## config.mk

```make
export PLATFORM = sky130hd
export DESIGN_NAME = ismu_flip_decide
export DESIGN_NICKNAME = d
export VERILOG_FILES = /design/src/design/ismu_pkg.sv /design/src/design/ismu_flip_decide.sv
export SDC_FILE = /design/constraint.sdc
export NUM_CORES = 1
export LEC_CHECK = 0
export BUFFER_PORTS_ARGS = -buffer_cell sky130_fd_sc_hd__buf_4
export CAP_MARGIN = 10
export CORE_UTILIZATION = 50
export DETAILED_ROUTE_END_ITERATION = 16
export PLACE_DENSITY = 0.91
export REMOVE_ABC_BUFFERS = 1
export SYNTH_ARGS = -nofsm -noshare
export SYNTH_HDL_FRONTEND = slang
export SYNTH_SLANG_ARGS = --single-unit
```

## constraint.sdc

```tcl
create_clock -name vclk -period 12.75
set_input_delay 3.825 -clock vclk [all_inputs]
set_output_delay 3.825 -clock vclk [all_outputs]
set_load 0.02 [all_outputs]
```

## src/design/ismu_pkg.sv

```systemverilog
// ----------------------------------------------------------------------------
// ismu_pkg
// Shared types, command codes and constants of the Ising spin update block.
// ----------------------------------------------------------------------------
`default_nettype none

package ismu_pkg;

	localparam int SIDE_DEFAULT = 64;

	localparam int CMD_W  = 2;
	localparam int POS_W  = 6;
	localparam int POS_N  = 1 << POS_W;
	localparam int RAND_W = 16;
	localparam int THR_W  = 16;
	localparam int DE_W   = 5;

	localparam logic [CMD_W-1:0] CMD_WRITE  = 2'd0;
	localparam logic [CMD_W-1:0] CMD_UPDATE = 2'd1;
	localparam logic [CMD_W-1:0] CMD_READ   = 2'd2;

	localparam logic CFG_THR_DELTA4 = 1'b0;
	localparam logic CFG_THR_DELTA8 = 1'b1;

	localparam logic [THR_W-1:0] THR_DELTA4_RST = 16'd11252;
	localparam logic [THR_W-1:0] THR_DELTA8_RST = 16'd1932;

	typedef enum logic [2:0] {
		ST_IDLE,
		ST_RD1,
		ST_RD2,
		ST_RD3,
		ST_DEC
	} state_t;

	typedef struct packed {
		logic                   flip;
		logic                   new_spin;
		logic signed [DE_W-1:0] de;
	} flip_res_t;

endpackage

`default_nettype wire

```

## src/design/ismu_flip_decide.sv

```systemverilog
// ----------------------------------------------------------------------------
// ismu_flip_decide
// Neighbor sum, energy change and Metropolis acceptance for one site.
// ----------------------------------------------------------------------------
`default_nettype none

module ismu_flip_decide
	import ismu_pkg::*;
(
	input  wire logic [CMD_W-1:0]  cmd,
	input  wire logic              spin_in,
	input  wire logic              center,
	input  wire logic              up,
	input  wire logic              dn,
	input  wire logic              lf,
	input  wire logic              rt,
	input  wire logic [RAND_W-1:0] rand_u,
	input  wire logic [THR_W-1:0]  thr4,
	input  wire logic [THR_W-1:0]  thr8,
	output flip_res_t              res
);

	logic [2:0]        n_up;
	logic signed [5:0] four_n;
	logic signed [5:0] de_w;
	logic              is_upd;
	logic              accept;

	assign n_up   = 3'(up) + 3'(dn) + 3'(lf) + 3'(rt);
	assign four_n = signed'({1'b0, n_up, 2'b00});
	// s=+1: dE = 4n-8, s=-1: dE = 8-4n
	assign de_w   = center ? (four_n - 6'sd8) : (6'sd8 - four_n);
	assign is_upd = (cmd == CMD_UPDATE);

	always_comb begin
		if (de_w <= 6'sd0) begin
			accept = 1'b1;
		end else if (de_w == 6'sd4) begin
			accept = (rand_u < thr4);
		end else if (de_w == 6'sd8) begin
			accept = (rand_u < thr8);
		end else begin
			accept = 1'b0;
		end
	end

	always_comb begin
		res.flip     = is_upd && accept;
		res.de       = is_upd ? signed'(de_w[DE_W-1:0]) : '0;
		res.new_spin = (cmd == CMD_WRITE) ? spin_in : (center ^ res.flip);
	end

endmodule

`default_nettype wire

```

==> metrics.md, run 1 <==
| Metric | Value |
|---|---|
| Status | `finished, final reports clean` |
| Met3 routed WL | `155 um` |
| Period minus WS final | `10.53 ns` |
| Synth area leader | `ha_1` |
| Most common cell in the netlist | `inv_1` |
| Area Growth Syn to Fin | `44.6%` |
| First-pass GRT wire length | `4080 um` |
| Worst setup EP type | `output pin` |
| CP Cell Sequence | `buf_4 > fa_1 > ha_1 > inv_1 > fa_1 > a32o_2 > o211ai_1 > o41a_1 > and2_4 > o311ai_2 > buf_4` |
| Post-synth cell types | `31` |
| Max stage delay on crit path | `0.54 ns` |
| CTS resizes | `0` |
| Postcts setup bufs | `0` |
| Leakage power | `0.908 nW` |
| Layout cell share with drive strength beyond 1 | `31.7%` |
| Port-buffer cells | `61` |
| Pwr Density | `39.2 mW/mm^2` |
| Top cells by area, synth | `ha_1 40%, inv_1 14%, nor2_1 3.9%` |
| Routability Congestion | `0.882` |
| Post-synth top cells | `38 x inv_1, 34 x ha_1, 11 x nor2_1` |
| RSZ-0062 raised after global routing | `no` |
| Vias | `1213` |
| Grt ovf | `0` |
| Setup violators final | `0` |
| Total core area | `0.00196 mm^2` |
| Tot Pwr | `59.7 uW` |
| DR DRC count | `0` |
| Starting Density | `53.6%` |
| CP Class | `primary input to output pin` |
| Vias in the first global route | `1129` |
| Post-Syn Instances | `146` |
| Placed instance count | `232` |
| Worst path slowest cell | `fa_1` |
| Global-route usage over all layers | `23.9%` |
| Peak Freq | `94.9 MHz` |
| Largest net degree at the start of global routing | `11` |
| Peak VDD IR | `0.0262 mV` |
| CP Max Fanout | `4` |
| Iter 0 DRT Violations | `12` |
| Max_cap viols | `0` |
| Final cell count without fillers | `232` |
| Chip Width | `47.9 um` |
| Crit share post-route | `82.6%` |
| Met2 routed wirelength | `1480 um` |
| Top sig layer | `met4` |
| Num sequential | `0` |
| Final Slew Violations | `0` |
| Register area share after synthesis | `0%` |
| Die Height | `47.9 um` |
| Post-CTS Hold Fix Bufs | `0` |
| N_diodes | `0` |
| Router iterations before antenna repair | `4` |
| Hold path start | `spin_in` |
| CP required | `8.92 ns` |
| Fill cells | `166` |
| Worst Hold End | `res[5]` |
| Yosys top cell area share | `40.4%` |
| NumNets Final | `299` |
| DRT Wirelength | `2620 um` |
| Ys Warns | `0` |
| Via/cell ratio | `5.23` |
| Startpoint types | `primary input` |
| Die Footprint | `0.00229 mm^2` |
| Dpl ws | `2.22 ns` |
| Antenna Nets Post-Route | `0` |
| Cell Rows | `16` |
| Register area | `0 um^2` |
| Post-Syn Area | `0.00105 mm^2` |
| HP Class | `primary input to output pin` |
| Initial antenna violation count | `0` |
| Worst path arrival time | `6.71 ns` |
| Hold slack | `8.03 ns` |
| M1 WL | `962 um` |
| Hold depth | `4` |
| TNS Setup | `0 ns` |
| Mean Syn Cell Area | `7.21 um^2` |
| # IOs | `63` |
| Post-DR wirelength/cell | `11.3 um` |
| Final Hold Viols | `0` |
| Post-DP HPWL | `2510 um` |
| Final WS setup | `2.22 ns` |
| Multi-input logic area | `887 um^2` |
| Clock buf count | `0` |
final cells by class:
cell class | instances | area share, %
timing repair buffer | 61 | 30.1
multi-input combinational | 106 | 58.3
inverter | 38 | 9.38
tap | 27 | 2.22
metal layers:
metal | vias to the layer above | track usage [%]
met5 | - | 0
met4 | 0 | 5.00
met3 | 4 | 0.755
met2 | 55 | 53.5
met1 | 536 | 22.9
li1 | 618 | -
critical path: cells and delay by family:
kind / cells / cell delay (ns)
fa+ha+maj: 3 / 1.35
compound gates: 4 / 0.98
buf+inv: 3 / 0.38
simple gates: 1 / 0.15
power breakdown:
group	internal [mW]	total, mW	switching, mW
registers	0	0	0
clock network	0	0	0
logic	0.0313	0.0597	0.0284
total	0.0313	0.0597	0.0284
cell usage in the layout, fill, tap and decap left out, types with 2 or more instances in the layout:
master	Yosys	final
inv_1	38	38
nand3_1	2	2
fa_1	2	2
nor2b_1	4	4
ha_1	34	34
nand4_1	6	6
o211ai_1	2	2
a21o_1	2	2
nand2_1	5	5
a21oi_1	7	7
buf_4	2	61
nor2_1	11	11
conb_1	1	2
o21ai_0	7	7
a211oi_1	4	4
nor3_1	3	3
and2b_1	2	2
cells by family after synthesis:
family / share of synthesized area, %
AOI/OAI and AO/OA: 19.9
adders and majority gates: 44.2
buffers and inverters: 16.1
other: 0.356
and+or+nand+nor: 19.5
through the flow:
stage	cell area, um^2	util (%)
global placement	1520	77.6
floorplan	1030	-
CTS	1520	77.6
global route	1520	77.6
detailed placement	1520	77.6
finish	1520	77.6
how the worst max path moves through the flow:
stage,startpoint,to,slack [ns],cells past startpoint
CTS,up,res[5],2.23,11
detailed placement,up,res[5],2.22,11
floorplan,up,res[5],2.53,9
global placement,up,res[5],2.34,11
global route,up,res[5],2.14,11
finish,up,res[5],2.22,11
Note: power is estimated with default switching activity, not from simulation.
==> inputs of run 2 (changes only) <==
--- a/config.mk
+++ b/config.mk
@@ -7,9 +7,9 @@
 export LEC_CHECK = 0
 export BUFFER_PORTS_ARGS = -buffer_cell sky130_fd_sc_hd__buf_4
 export CAP_MARGIN = 10
-export CORE_UTILIZATION = 50
+export CORE_UTILIZATION = 46
 export DETAILED_ROUTE_END_ITERATION = 16
-export PLACE_DENSITY = 0.91
+export PLACE_DENSITY = 0.84
 export REMOVE_ABC_BUFFERS = 1
 export SYNTH_ARGS = -nofsm -noshare
 export SYNTH_HDL_FRONTEND = slang
==> constraint.sdc (replaced) <==
create_clock -name vclk -period 10.9
set_input_delay 3.27 -clock vclk [all_inputs]
set_output_delay 3.27 -clock vclk [all_outputs]
set_load 0.02 [all_outputs]
==> metrics.md, run 2 (synthesized netlist as in run 1, its figures left out) <==
| Metric | Value |
|---|---|
| Antenna Nets Post-Route | `0 (unchanged)` |
| Die Height | `49.8 um (was 47.9 um)` |
| Final cell count without fillers | `232 (unchanged)` |
| Largest net degree at the start of global routing | `11 (unchanged)` |
| Vias in the first global route | `1158 (was 1129)` |
| DR DRC count | `0 (unchanged)` |
| Startpoint types | `primary input (unchanged)` |
| Worst path arrival time | `6.08 ns (was 6.71 ns)` |
| DRT Wirelength | `2580 um (was 2620 um)` |
| Grt ovf | `0 (unchanged)` |
| Global-route usage over all layers | `21.3% (was 23.9%)` |
| N_diodes | `0 (unchanged)` |
| Routability Congestion | `0.797 (was 0.882)` |
| Router iterations before antenna repair | `2 (was 4)` |
| CP required | `7.63 ns (was 8.92 ns)` |
| Postcts setup bufs | `0 (unchanged)` |
| Num sequential | `0 (unchanged)` |
| Max_cap viols | `0 (unchanged)` |
| Placed instance count | `232 (unchanged)` |
| Status | `finished, final reports clean (unchanged)` |
| Die Footprint | `0.00248 mm^2 (was 0.00229 mm^2)` |
| Worst setup EP type | `output pin (unchanged)` |
| Post-CTS Hold Fix Bufs | `0 (unchanged)` |
| CP Max Fanout | `4 (unchanged)` |
| Pwr Density | `45.1 mW/mm^2 (was 39.2 mW/mm^2)` |
| # IOs | `63 (unchanged)` |
| Initial antenna violation count | `0 (unchanged)` |
| RSZ-0062 raised after global routing | `no (unchanged)` |
| Most frequent cells in the layout | `61 x buf_4, 38 x inv_1, 34 x ha_1 (unchanged)` |
| Leakage power | `0.908 nW (unchanged)` |
| Post-DR wirelength/cell | `11.1 um (was 11.3 um)` |
| Final Slew Violations | `0 (unchanged)` |
| Clock buf count | `0 (unchanged)` |
| Hold slack | `6.90 ns (was 8.03 ns)` |
| CTS resizes | `0 (unchanged)` |
| Iter 0 DRT Violations | `10 (was 12)` |
| Port-buffer cells | `61 (unchanged)` |
| Commonest non-fill, non-tap cell in the layout | `buf_4 (unchanged)` |
| Chip Width | `49.8 um (was 47.9 um)` |
| Hold depth | `4 (unchanged)` |
| Peak Freq | `107 MHz` |
| Cell Rows | `16 (unchanged)` |
| Register area | `0 um^2 (unchanged)` |
| Area Growth Syn to Fin | `44.6% (unchanged)` |
| Starting Density | `51.0% (was 53.6%)` |
| TNS Setup | `0 ns (unchanged)` |
| Crit share post-route | `85.7%` |
| Setup violators final | `0 (unchanged)` |
| Total core area | `0.00206 mm^2 (was 0.00196 mm^2)` |
| Worst Hold End | `res[5] (unchanged)` |
| Final Hold Viols | `0 (unchanged)` |
| Layout cell share with drive strength beyond 1 | `31.7% (unchanged)` |
| Post-DP HPWL | `2410 um (was 2510 um)` |
| First-pass GRT wire length | `4400 um (was 4080 um)` |
| Vias | `1182 (was 1213)` |
| Hold path start | `spin_in (unchanged)` |
| CP Class | `primary input to output pin (unchanged)` |
| Final Util | `73.8% (was 77.6%)` |
| HP Class | `primary input to output pin (unchanged)` |
| Period minus WS final | `9.35 ns` |
| Peak VDD IR | `0.0309 mV (was 0.0262 mV)` |
| NumNets Final | `299 (unchanged)` |
| Via/cell ratio | `5.09 (was 5.23)` |
[run 2: cell counts in the layout (fill, tap and decap cells not counted)]
No cell type changed its count.
[run 2: critical path, stage by stage]
cell      delay [ns]
buf_4           0.11
fa_1            0.47
ha_1            0.34
inv_1           0.08
fa_1            0.53
a32o_2          0.18
o211ai_1        0.09
o41a_1          0.45
and2_4          0.15
o311ai_2        0.21
buf_4           0.19
[run 2: worst max path at each step]
stage / cells after the start / from / endpoint
detailed placement: 11 / up / res[5]
CTS: 11 / up / res[5]
floorplan: 9 / up / res[5]
finish: 11 / up / res[5]
global placement: 11 / up / res[5]
global route: 11 / up / res[5]
[run 2: power breakdown]
group | internal, mW | switching (mW)
Sequential | 0 | 0
Combinational | 0.0364 | 0.0322
Clock | 0 | 0
Total | 0.0364 | 0.0322
[run 2: metrics by stage]
stage | total power, mW | worst slack, ns | cell area [um^2]
6_report | 0.0687 | 1.55 | 1520
5_1_grt | 0.0774 | 1.43 | 1520
4_1_cts | 0.0692 | 1.55 | 1520
3_5_place_dp | 0.0686 | 1.57 | 1520
3_3_place_gp | 0.0658 | 1.63 | 1520
2_1_floorplan | 0.0402 | 1.79 | 1030
[run 2: cell type report]
| cell class | instances | area (um^2) |
|---|---|---|
| fill | 166 | 541 |
| multi-input combinational | 106 | 887 |
| timing repair buffer | 61 | 458 |
| tap | 27 | 33.8 |
| inverter | 38 | 143 |
[run 2: metal layers]
| metal | part of all wire [%] | vias up | track usage [%] | wire (um) |
|---|---|---|---|---|
| met2 | 57 | 29 | 45.9 | 1470 |
| met3 | 3.0 | 0 | 0 | 77 |
| met4 | 0 | 0 | 0 | 0 |
| met5 | 0 | - | 0 | 0 |
| li1 | - | 614 | - | - |
| met1 | 40 | 539 | 23.9 | 1030 |
==> inputs of run 3 (changes only) <==
--- a/config.mk
+++ b/config.mk
@@ -5,12 +5,14 @@
 export SDC_FILE = /design/constraint.sdc
 export NUM_CORES = 1
 export LEC_CHECK = 0
+export ABC_AREA = 1
 export BUFFER_PORTS_ARGS = -buffer_cell sky130_fd_sc_hd__buf_4
 export CAP_MARGIN = 10
-export CORE_UTILIZATION = 46
+export CORE_UTILIZATION = 47
 export DETAILED_ROUTE_END_ITERATION = 16
-export PLACE_DENSITY = 0.84
+export PLACE_DENSITY = 0.86
 export REMOVE_ABC_BUFFERS = 1
+export SLEW_MARGIN = 5
 export SYNTH_ARGS = -nofsm -noshare
 export SYNTH_HDL_FRONTEND = slang
 export SYNTH_SLANG_ARGS = --single-unit
==> metrics.md, run 3 <==
| Metric | Value |
|---|---|
| Fill cells | `178 (was 166)` |
| Register area share after synthesis | `0% (unchanged)` |
| Routability Congestion | `0.774 (was 0.797)` |
| CP Max Fanout | `4 (unchanged)` |
| Initial antenna violation count | `0 (unchanged)` |
| Num sequential | `0 (unchanged)` |
| RSZ-0062 raised after global routing | `no (unchanged)` |
| Crit share post-route | `83.2% (was 85.7%)` |
| Hold depth | `4 (unchanged)` |
| Layout cell share with drive strength beyond 1 | `27.2% (was 31.7%)` |
| Post-synth top cells | `52 x inv_1, 42 x nand2_1, 34 x ha_1 (was 38 x inv_1, 34 x ha_1, 11 x nor2_1)` |
| Area Growth Syn to Fin | `45.0% (was 44.6%)` |
| Status | `finished, final reports clean (unchanged)` |
| Post-Syn Area | `0.00107 mm^2 (was 0.00105 mm^2)` |
| Antenna Nets Post-Route | `0 (unchanged)` |
| Post-Syn Instances | `179 (was 146)` |
| Grt ovf | `0 (unchanged)` |
| Port-buffer cells | `61 (unchanged)` |
| Setup violators final | `0 (unchanged)` |
| Period minus WS final | `9.07 ns (was 9.35 ns)` |
| Post-CTS Hold Fix Bufs | `0 (unchanged)` |
| Final Hold Viols | `0 (unchanged)` |
| Peak VDD IR | `0.0259 mV (was 0.0309 mV)` |
| Via/cell ratio | `4.51 (was 5.09)` |
| DR DRC count | `0 (unchanged)` |
| Ys Warns | `0 (unchanged)` |
| Tot Pwr | `62.9 uW (was 68.7 uW)` |
| N_diodes | `0 (unchanged)` |
| Starting Density | `52.3% (was 51.0%)` |
| NumNets Final | `333 (was 299)` |
| Final cell count without fillers | `266 (was 232)` |
| Hold path start | `spin_in (unchanged)` |
| Top cells by area, synth | `ha_1 40%, inv_1 18%, nand2_1 15% (was ha_1 40%, inv_1 14%, nor2_1 3.9%)` |
| Vias in the first global route | `1179 (was 1158)` |
| Clock buf count | `0 (unchanged)` |
| CP required | `7.63 ns (about the same)` |
| Register area | `0 um^2 (unchanged)` |
| TNS Setup | `0 ns (unchanged)` |
| Postcts setup bufs | `0 (unchanged)` |
| Placed instance count | `266 (was 232)` |
| Vias | `1200 (was 1182)` |
| Worst setup EP type | `output pin (unchanged)` |
| Peak Freq | `110 MHz (was 107 MHz)` |
| Largest net degree at the start of global routing | `9 (was 11)` |
| Most common cell in the netlist | `inv_1 (unchanged)` |
| Max_cap viols | `0 (unchanged)` |
| Post-synth cell types | `18 (was 31)` |
| CTS resizes | `0 (unchanged)` |
| Final Slew Violations | `0 (unchanged)` |
| Cell Rows | `16 (unchanged)` |
| # IOs | `63 (unchanged)` |
| Mean Syn Cell Area | `5.97 um^2 (was 7.21 um^2)` |
| Router iterations before antenna repair | `4 (was 2)` |
| Startpoint types | `primary input (unchanged)` |
| Leakage power | `1.04 nW (was 0.908 nW)` |
| Commonest non-fill, non-tap cell in the layout | `buf_4 (unchanged)` |
| Iter 0 DRT Violations | `9 (was 10)` |
| Chip Width | `49.7 um (was 49.8 um)` |
| Total core area | `0.00204 mm^2 (was 0.00206 mm^2)` |
| Pwr Density | `40.6 mW/mm^2 (was 45.1 mW/mm^2)` |
| Global-route usage over all layers | `20.4% (was 21.3%)` |
| Most frequent cells in the layout | `61 x buf_4, 52 x inv_1, 42 x nand2_1 (was 61 x buf_4, 38 x inv_1, 34 x ha_1)` |
| First-pass GRT wire length | `4220 um (was 4400 um)` |
| Synth area leader | `ha_1 (unchanged)` |
| Post-DR wirelength/cell | `8.21 um (was 11.1 um)` |
| Die Height | `49.7 um (was 49.8 um)` |
| HP Class | `primary input to output pin (unchanged)` |
| Post-DP HPWL | `2100 um (was 2410 um)` |
| Worst path arrival time | `5.80 ns (was 6.08 ns)` |
| Yosys top cell area share | `39.8% (was 40.4%)` |
| DRT Wirelength | `2190 um (was 2580 um)` |
| Worst Hold End | `res[5] (unchanged)` |
| Die Footprint | `0.00247 mm^2 (was 0.00248 mm^2)` |
| CP Class | `primary input to output pin (unchanged)` |
run 3: where the power goes:
group | switching, mW | internal (mW)
clock network | 0 | 0
registers | 0 | 0
logic | 0.0309 | 0.0320
total | 0.0309 | 0.0320
run 3: area by class of cell:
cell class                 count  area (um^2)  area share, %
tap                           27         33.8           2.18
multi-input combinational    126          862           55.7
inverter                      52          195           12.6
timing repair buffer          61          458           29.6
run 3: stage by stage:
stage               util [%]  hold WS (ns)  cell area, um^2  setup WS, ns
global route            75.9          6.88             1550          1.63
floorplan                  -          6.71             1060          2.14
CTS                     75.9          6.84             1550          1.83
finish                  75.9          6.84             1550          1.83
detailed placement      75.9          6.84             1550          1.83
global placement        75.9          6.84             1550          1.89
run 3: cells by family (layout without fill, tap and decap cells):
group,after synthesis,count (layout),synth area share (%)
AOI/OAI and AO/OA,17,17,8.67
adders and majority gates,36,36,43.6
buffers and inverters,54,113,19.7
other,1,2,0.351
and+or+nand+nor,71,71,27.8
run 3: worst max path at each step:
stage | endpoint | cells after the start | from | slack [ns]
2_1_floorplan | res[5] | 14 | up | 2.14
3_3_place_gp | res[5] | 16 | up | 1.89
3_5_place_dp | res[5] | 16 | up | 1.83
4_1_cts | res[5] | 16 | up | 1.83
5_1_grt | res[5] | 16 | up | 1.63
6_report | res[5] | 16 | up | 1.83
run 3: per-layer routing:
layer | GRT usage [%] | vias to the layer above | wire [um]
met2 | 42.3 | 36 | 1140
met5 | 0 | - | 0
li1 | - | 663 | -
met3 | 1.54 | 0 | 124
met4 | 0.952 | 0 | 0
met1 | 22.8 | 501 | 922
run 3: worst max-delay path, stage by stage:
cell	delay [ns]
buf_4	0.12
fa_1	0.47
ha_1	0.30
inv_1	0.13
fa_1	0.44
o21ai_2	0.23
nand3_2	0.07
nand3b_1	0.16
nor2_1	0.11
nand2_1	0.07
nand3_2	0.07
nand2_2	0.05
nand2_1	0.06
nand3_1	0.06
nand2_1	0.06
buf_4	0.13
